`config.mk`:
```
export PLATFORM = sky130hd
export DESIGN_NAME = line_pixel_generator
export DESIGN_NICKNAME = d
export VERILOG_FILES = /design/src/rtl/core/lpg_pkg.sv /design/src/rtl/core/lpg_front.sv /design/src/rtl/core/lpg_queue.sv /design/src/rtl/core/lpg_back.sv /design/src/rtl/core/line_pixel_generator.sv
export SDC_FILE = /design/constraint.sdc
export NUM_CORES = 1
export LEC_CHECK = 0
export ABC_AREA = 0
export BUFFER_PORTS_ARGS = -buffer_cell sky130_fd_sc_hd__clkbuf_2
export CORE_MARGIN = 4
export CORE_UTILIZATION = 50
export CTS_CLUSTER_DIAMETER = 40
export CTS_CLUSTER_SIZE = 20
export DETAILED_ROUTE_END_ITERATION = 10
export GPL_TIMING_DRIVEN = 0
export PLACE_DENSITY = 0.78
export SLEW_MARGIN = 40
export SYNTH_ARGS = -nofsm -noshare
export SYNTH_HDL_FRONTEND = slang
export SYNTH_SLANG_ARGS = --single-unit
```
`constraint.sdc`:
```
create_clock -name clk -period 6.5 [get_ports clk]
set_input_delay 1.3 -clock clk [delete_from_list [all_inputs] [get_ports clk]]
set_output_delay 1.3 -clock clk [all_outputs]
set_load 0.03 [all_outputs]
```
`src/rtl/core/lpg_pkg.sv`:
```
`timescale 1ns / 1ps

package lpg_pkg;

	localparam int PANEL_SIZE  = 64;
	localparam int COORD_W     = 6;
	localparam int COLOR_W     = 8;
	localparam int ERR_W       = COORD_W + 2;
	localparam int QUEUE_DEPTH = 2;
	localparam int QPTR_W      = (QUEUE_DEPTH > 1) ? $clog2(QUEUE_DEPTH) : 1;
	localparam int QCNT_W      = $clog2(QUEUE_DEPTH + 1);

	localparam logic [COORD_W-1:0] COORD_MAX = COORD_W'(PANEL_SIZE - 1);

	typedef logic [COORD_W-1:0] coord_t;
	typedef logic [COLOR_W-1:0] color_t;
	typedef logic signed [ERR_W-1:0] err_t;

	typedef struct packed {
		coord_t maj0;
		coord_t min0;
		coord_t maj1;
		coord_t dx;
		coord_t dy;
		logic   step_dn;
		logic   steep;
		color_t color;
	} cmd_t;

	typedef enum logic {
		ST_IDLE,
		ST_DRAW
	} state_t;

	function automatic coord_t clamp_coord(input coord_t v);
		coord_t r;
		r = (v > COORD_MAX) ? COORD_MAX : v;
		return r;
	endfunction

endpackage

```
`src/rtl/core/lpg_front.sv`:
```
`timescale 1ns / 1ps

module lpg_front (
	input  logic            clk,
	input  logic            arst_n,
	input  logic            push,
	output logic            full,
	input  lpg_pkg::coord_t start_x,
	input  lpg_pkg::coord_t start_y,
	input  lpg_pkg::coord_t end_x,
	input  lpg_pkg::coord_t end_y,
	input  lpg_pkg::color_t line_color,
	output logic            cmd_valid,
	input  logic            cmd_full,
	output lpg_pkg::cmd_t   cmd
);
	import lpg_pkg::*;

	logic   valid_s1;
	coord_t ax_s1, ay_s1, bx_s1, by_s1;
	color_t color_s1;

	logic   accept;
	coord_t adx, ady;
	logic   steep;
	coord_t a_maj, a_min, b_maj, b_min;
	logic   swap;

	assign full      = valid_s1 && cmd_full;
	assign accept    = push && !full;
	assign cmd_valid = valid_s1;

	always_ff @(posedge clk or negedge arst_n) begin
		if (!arst_n) begin
			valid_s1 <= 1'b0;
		end else if (accept) begin
			valid_s1 <= 1'b1;
		end else if (!cmd_full) begin
			valid_s1 <= 1'b0;
		end
	end

	always_ff @(posedge clk) begin
		if (accept) begin
			ax_s1    <= clamp_coord(start_x);
			ay_s1    <= clamp_coord(start_y);
			bx_s1    <= clamp_coord(end_x);
			by_s1    <= clamp_coord(end_y);
			color_s1 <= line_color;
		end
	end

	// classify: steepness, endpoint order, deltas
	always_comb begin
		adx   = (bx_s1 > ax_s1) ? (bx_s1 - ax_s1) : (ax_s1 - bx_s1);
		ady   = (by_s1 > ay_s1) ? (by_s1 - ay_s1) : (ay_s1 - by_s1);
		steep = ady > adx;
		a_maj = steep ? ay_s1 : ax_s1;
		a_min = steep ? ax_s1 : ay_s1;
		b_maj = steep ? by_s1 : bx_s1;
		b_min = steep ? bx_s1 : by_s1;
		swap  = a_maj > b_maj;
		cmd.maj0    = swap ? b_maj : a_maj;
		cmd.min0    = swap ? b_min : a_min;
		cmd.maj1    = swap ? a_maj : b_maj;
		cmd.dx      = steep ? ady : adx;
		cmd.dy      = steep ? adx : ady;
		cmd.step_dn = swap ? (b_min >= a_min) : (a_min >= b_min);
		cmd.steep   = steep;
		cmd.color   = color_s1;
	end

endmodule

```
`src/rtl/core/lpg_queue.sv`:
```
`timescale 1ns / 1ps

module lpg_queue (
	input  logic          clk,
	input  logic          arst_n,
	input  logic          wr_en,
	input  lpg_pkg::cmd_t wr_data,
	output logic          q_full,
	input  logic          rd_en,
	output lpg_pkg::cmd_t rd_data,
	output logic          q_empty
);
	import lpg_pkg::*;

	cmd_t              slot_q [QUEUE_DEPTH];
	logic [QPTR_W-1:0] wr_ptr_q, rd_ptr_q;
	logic [QCNT_W-1:0] count_q;
	logic              do_wr, do_rd;

	assign q_full  = count_q == QCNT_W'(QUEUE_DEPTH);
	assign q_empty = count_q == '0;
	assign do_wr   = wr_en && !q_full;
	assign do_rd   = rd_en && !q_empty;
	assign rd_data = slot_q[rd_ptr_q];

	function automatic logic [QPTR_W-1:0] next_ptr(input logic [QPTR_W-1:0] p);
		logic [QPTR_W-1:0] r;
		r = (p == QPTR_W'(QUEUE_DEPTH - 1)) ? '0 : p + 1'b1;
		return r;
	endfunction

	always_ff @(posedge clk or negedge arst_n) begin
		if (!arst_n) begin
			wr_ptr_q <= '0;
			rd_ptr_q <= '0;
			count_q  <= '0;
		end else begin
			if (do_wr) begin
				wr_ptr_q <= next_ptr(wr_ptr_q);
			end
			if (do_rd) begin
				rd_ptr_q <= next_ptr(rd_ptr_q);
			end
			if (do_wr && !do_rd) begin
				count_q <= count_q + 1'b1;
			end else if (do_rd && !do_wr) begin
				count_q <= count_q - 1'b1;
			end
		end
	end

	always_ff @(posedge clk) begin
		if (do_wr) begin
			slot_q[wr_ptr_q] <= wr_data;
		end
	end

endmodule

```
`src/rtl/core/lpg_back.sv`:
```
`timescale 1ns / 1ps

module lpg_back (
	input  logic            clk,
	input  logic            arst_n,
	input  logic            cmd_valid,
	input  lpg_pkg::cmd_t   cmd,
	output logic            cmd_ready,
	output logic            empty,
	input  logic            pop,
	output lpg_pkg::coord_t pixel_x,
	output lpg_pkg::coord_t pixel_y,
	output lpg_pkg::color_t pixel_color,
	output logic            last_pixel
);
	import lpg_pkg::*;

	state_t state_q, state_nxt;
	coord_t maj_q, min_q, maj1_q, dx_q, dy_q;
	logic   step_dn_q, steep_q;
	color_t color_q;
	err_t   err_q;
	logic   out_valid_q;

	logic   step_en;
	logic   at_end;
	err_t   err_dec;

	assign at_end  = maj_q == maj1_q;
	assign err_dec = err_q - ERR_W'({2'b00, dy_q});
	assign empty   = !out_valid_q;

	always_comb begin
		state_nxt = state_q;
		unique case (state_q)
			ST_IDLE: begin
				if (cmd_valid) begin
					state_nxt = ST_DRAW;
				end
			end
			ST_DRAW: begin
				if (step_en && at_end) begin
					state_nxt = ST_IDLE;
				end
			end
			default: state_nxt = ST_IDLE;
		endcase
	end

	always_comb begin
		cmd_ready = 1'b0;
		step_en   = 1'b0;
		unique case (state_q)
			ST_IDLE: cmd_ready = 1'b1;
			ST_DRAW: step_en = !out_valid_q || pop;
			default: begin
				cmd_ready = 1'b0;
				step_en   = 1'b0;
			end
		endcase
	end

	always_ff @(posedge clk or negedge arst_n) begin
		if (!arst_n) begin
			state_q     <= ST_IDLE;
			out_valid_q <= 1'b0;
		end else begin
			state_q <= state_nxt;
			if (step_en) begin
				out_valid_q <= 1'b1;
			end else if (pop) begin
				out_valid_q <= 1'b0;
			end
		end
	end

	// load a command, then advance one pixel per step
	always_ff @(posedge clk) begin
		if (cmd_ready && cmd_valid) begin
			maj_q     <= cmd.maj0;
			min_q     <= cmd.min0;
			maj1_q    <= cmd.maj1;
			dx_q      <= cmd.dx;
			dy_q      <= cmd.dy;
			step_dn_q <= cmd.step_dn;
			steep_q   <= cmd.steep;
			color_q   <= cmd.color;
			err_q     <= ERR_W'({2'b00, cmd.dx} >> 1);
		end else if (step_en) begin
			maj_q <= maj_q + 1'b1;
			if (err_dec < 0) begin
				min_q <= step_dn_q ? min_q - 1'b1 : min_q + 1'b1;
				err_q <= err_dec + ERR_W'({2'b00, dx_q});
			end else begin
				err_q <= err_dec;
			end
		end
	end

	always_ff @(posedge clk) begin
		if (step_en) begin
			pixel_x     <= steep_q ? min_q : maj_q;
			pixel_y     <= steep_q ? maj_q : min_q;
			pixel_color <= color_q;
			last_pixel  <= at_end;
		end
	end

endmodule

```
`src/rtl/core/line_pixel_generator.sv`:
```
`timescale 1ns / 1ps
// Bresenham line generator.
// Command channel: drive the two endpoints and the color with push high;
// the transaction completes on a clock edge where full is low.
// Pixel channel: while empty is low, pixel_x, pixel_y, pixel_color and
// last_pixel show the oldest pixel; pop high on such an edge takes it.
// Every line gives dx+1 pixels along its major axis in rising order,
// last_pixel set on the final one.
// Path: a command passes the front register, the command queue and the
// engine's load step, then its first pixel is registered at the output.
// Pacing: the engine loads one command, then steps a pixel whenever its
// output is free or popped, and takes the next only when the line ends.
// A two-entry command queue lets new commands enter while a line draws.
// Pixel order and values do not depend on stalls: when pop stays low the
// engine holds its pixel and the command queue fills, then full rises.
// Reset (arst_n low) drops all queued commands and pending pixels.
module line_pixel_generator (
	input  logic            clk,
	input  logic            arst_n,
	input  logic            push,
	output logic            full,
	input  lpg_pkg::coord_t start_x,
	input  lpg_pkg::coord_t start_y,
	input  lpg_pkg::coord_t end_x,
	input  lpg_pkg::coord_t end_y,
	input  lpg_pkg::color_t line_color,
	output logic            empty,
	input  logic            pop,
	output lpg_pkg::coord_t pixel_x,
	output lpg_pkg::coord_t pixel_y,
	output lpg_pkg::color_t pixel_color,
	output logic            last_pixel
);
	import lpg_pkg::*;

	logic front_valid, q_full, q_empty, back_ready;
	cmd_t front_cmd, q_cmd;

	lpg_front u_front (
		.clk        (clk),
		.arst_n     (arst_n),
		.push       (push),
		.full       (full),
		.start_x    (start_x),
		.start_y    (start_y),
		.end_x      (end_x),
		.end_y      (end_y),
		.line_color (line_color),
		.cmd_valid  (front_valid),
		.cmd_full   (q_full),
		.cmd        (front_cmd)
	);

	lpg_queue u_queue (
		.clk     (clk),
		.arst_n  (arst_n),
		.wr_en   (front_valid),
		.wr_data (front_cmd),
		.q_full  (q_full),
		.rd_en   (back_ready),
		.rd_data (q_cmd),
		.q_empty (q_empty)
	);

	lpg_back u_back (
		.clk         (clk),
		.arst_n      (arst_n),
		.cmd_valid   (!q_empty),
		.cmd         (q_cmd),
		.cmd_ready   (back_ready),
		.empty       (empty),
		.pop         (pop),
		.pixel_x     (pixel_x),
		.pixel_y     (pixel_y),
		.pixel_color (pixel_color),
		.last_pixel  (last_pixel)
	);

	a_queue_flags: assert property (@(posedge clk) disable iff (!arst_n)
		!(q_full && q_empty))
		else $error("command queue full and empty at once");

	a_full_needs_queue: assert property (@(posedge clk) disable iff (!arst_n)
		full |-> q_full)
		else $error("full raised while command queue has room");

	a_load_then_draw: assert property (@(posedge clk) disable iff (!arst_n)
		(back_ready && !q_empty) |=> !back_ready)
		else $error("engine took a command but did not start drawing");

	a_pixel_needs_load: assert property (@(posedge clk) disable iff (!arst_n)
		(back_ready && empty) |=> empty)
		else $error("pixel produced while engine idle");

endmodule

```
==> run metrics <==
status=complete, no violations; filler instances=1,405; GRT Total Usage=18.0%; CP Max Fanout=10; Cells after DPL=1,011; dpl hpwl=13,300 um; total CTS buffers=17; reg2reg path depth=26; wire per inst=17.7 um; Place WS=0.252 ns; Num Clock Sinks=188; num rows=50; final antenna-violating net count=0; worst setup path category=flip-flop to flip-flop; drt drc=0; Avg Cell Area, Syn=13.5 um^2; Ys Warns=0; GRT busiest layer=met2; startpoint types=flip-flop; Syn Nets=814; Data required, critical path=6.64 ns; crit path DAT=6.17 ns; grt total ovfl=0; Final WS setup=0.472 ns; fin crit share=92.7%; Core Box Area=0.0188 mm^2; Fmax=0.166 GHz; pin count of the biggest net entering global routing=38; Rel. slew slack=55.9%; clock tree buffer depth=2; Hold Path Class=flip-flop to flip-flop; top-area cell type share of the netlist area=55.6%; shortest period the worst path allows=6.03 ns; CP Capture Type=flip-flop; antenna violations before repair=0; clk_skew=0.0119 ns; Pins Over Slew Limit=0; Final nets=875; number of vias per cell=5.44; M1 GR Usage=22.7%; Area Overhead vs Synth=13.1%; CTS root buf=clkbuf_16; DRT iter0 DRCs=307; top cells by area, synth=edfxtp_1 (56%), ha_1 (7.5%), mux2i_1 (7.1%), mux2_2 (4.6%), xnor2_1 (2.3%); clock-pin slew on the worst setup and hold paths=0.07 ns; cell area after synthesis=0.00962 mm^2; DRT Pass-1 Iters=6; post-route insts no fill=1,047; met3 usage=3.79%; Buffers on Ports=34; Finish-stage setup viols=0; cell count after synthesis=713; fraction of layout cells with a size suffix above 1=18.4%; Initial Util=51.1%; Synth area leader=edfxtp_1; routed wire length=18,500 um; sequential area share after synthesis=58.0%; worst slew pin tran=0.662 ns; clk_lat worst skew=0.44 ns; DIE AREA=0.0215 mm^2; global-route wire length before repair=30,300 um; Vert. Die Dim=147 um; Seq cells post-synth=188; grt met2 use=30.6%; vias in the first global route=5,898; Ports=59; H-Tree Depth=4; CTS tree=yes; Final GP Congestion=0.923; Die W=147 um; Hold Path Cell Cnt=0; # diodes=0; Fin. Hold Viols=0; post-synthesis cell type count=50; detailed-route via count=5,693; Max-cap violations=0; flop2flop setup slack=0.47 ns
[cell families (layout without fill, tap and decap cells)]
kind of cell,after synthesis,count (layout),share of synthesized area (%)
compound gates,117,117,7.69
xor+xnor,38,38,3.62
fa+ha+maj,65,65,9.00
buf+inv,103,177,4.27
flops,188,188,58.0
mux,113,113,13.0
simple gates,89,89,4.37
[Yosys cell counts (all sizes together)]
cell / instances
a211oi: 12
a21boi: 1
a21o: 14
a21oi: 36
a221oi: 4
a311o: 1
and2: 3
and2b: 1
and3: 1
and4: 1
buf: 12
clkbuf: 35
dfrtp: 7
dfxtp: 3
edfxtp: 178
fa: 7
ha: 58
inv: 56
mux2: 39
mux2i: 68
mux4: 6
nand2: 37
nand2b: 5
nand3: 8
nand3b: 1
nand4: 3
nor2: 16
nor2b: 7
nor3: 2
nor4: 2
o211ai: 3
o21a: 1
o21ai: 36
o21bai: 4
o22ai: 1
o31ai: 2
o32a: 2
or2: 1
or2b: 1
xnor2: 27
xor2: 11
[what timing repair did]
action	4_1_cts	5_1_grt
setup endpoints to repair	0	38
hold buffers	0	0
setup buffers	0	4
resized for setup	0	8
[cells in the final DEF, fill, tap and decap left out, types with 8 or more instances in the layout]
cell type / count
clkbuf_1: 32
inv_1: 55
ha_1: 58
nand2_1: 37
xor2_1: 11
clkbuf_16: 17
mux2_2: 39
clkbuf_2: 36
nor2_1: 15
mux2i_1: 68
a211oi_1: 10
o21ai_0: 32
nand3_1: 8
edfxtp_1: 178
xnor2_1: 25
a21oi_1: 36
a21o_1: 13
[worst max-delay path, cell delays in order, from the launching register on]
cell,delay (ns)
edfxtp_1,0.49
ha_1,0.23
inv_1,0.06
fa_1,0.42
a211oi_2,0.19
nor2_1,0.09
o31ai_4,0.31
mux2i_1,0.31
xnor2_2,0.17
inv_1,0.07
ha_1,0.33
a21oi_1,0.17
a21boi_0,0.11
o32a_1,0.40
clkbuf_4,0.22
clkbuf_2,0.20
nand2_1,0.10
o21ai_1,0.09
ha_1,0.32
nor2b_1,0.13
o21ai_0,0.15
a21oi_1,0.09
o22ai_1,0.12
buf_4,0.24
buf_4,0.24
mux2i_1,0.29
mux2i_1,0.20
[metrics by stage]
step | TNS (ns) | hold slack, ns | area, um^2 | utilization, %
after floorplan | 0 | 0.400 | 9620 | -
after global placement | 0 | 0.401 | 10100 | 53.7
after detailed placement | 0 | 0.407 | 10200 | 54.4
after CTS | 0 | 0.424 | 10800 | 57.6
after global routing | -0.0430 | 0.434 | 10900 | 57.8
final | 0 | 0.428 | 10900 | 57.8
[state kept, by name, summed over array words and instances, names as in the netlist, 2 cells and up]
name / flops
u_back.maj_q: 6
u_back.pixel_x: 6
u_back.dx_q: 6
u_back.maj1_q: 6
u_front.bx_s1: 6
u_queue.count_q: 2
u_back.pixel_color: 8
u_queue.slot_q: 80
u_front.ax_s1: 6
u_back.min_q: 6
u_back.color_q: 8
u_front.color_s1: 8
u_back.pixel_y: 6
u_front.by_s1: 6
u_back.dy_q: 6
u_back.err_q: 8
u_front.ay_s1: 6
[layout make-up]
class | count | area [um^2] | share of cell area [%]
Buffer | 47 | 211 | 1.94
Timing Repair Buffer | 42 | 303 | 2.78
Multi-Input combinational cell | 422 | 3640 | 33.5
Inverter | 56 | 210 | 1.93
Clock inverter | 15 | 183 | 1.68
Tap cell | 260 | 325 | 2.99
Sequential cell | 188 | 5580 | 51.3
Clock buffer | 17 | 425 | 3.91
[layer usage]
| metal | vias up | part of all wire, % |
|---|---|---|
| met3 | 42 | 4.9 |
| met5 | - | 0 |
| li1 | 2724 | - |
| met1 | 2765 | 43 |
| met2 | 162 | 49 |
| met4 | 0 | 2.6 |
[final timing paths]
path | start | to
max | u_front.ay_s1[0] | u_queue.slot_q[1][30]
min | u_back.color_q[1] | u_back.pixel_color[1]
max reg2reg | u_front.ay_s1[0] | u_queue.slot_q[1][30]
min reg2reg | u_back.color_q[1] | u_back.pixel_color[1]
max in group asynchronous | arst_n | u_back.out_valid_q
min in group asynchronous | arst_n | u_queue.rd_ptr_q
Power is not shown: default switching activity piles up to over one toggle a cycle in this logic, so the estimate is an artifact.
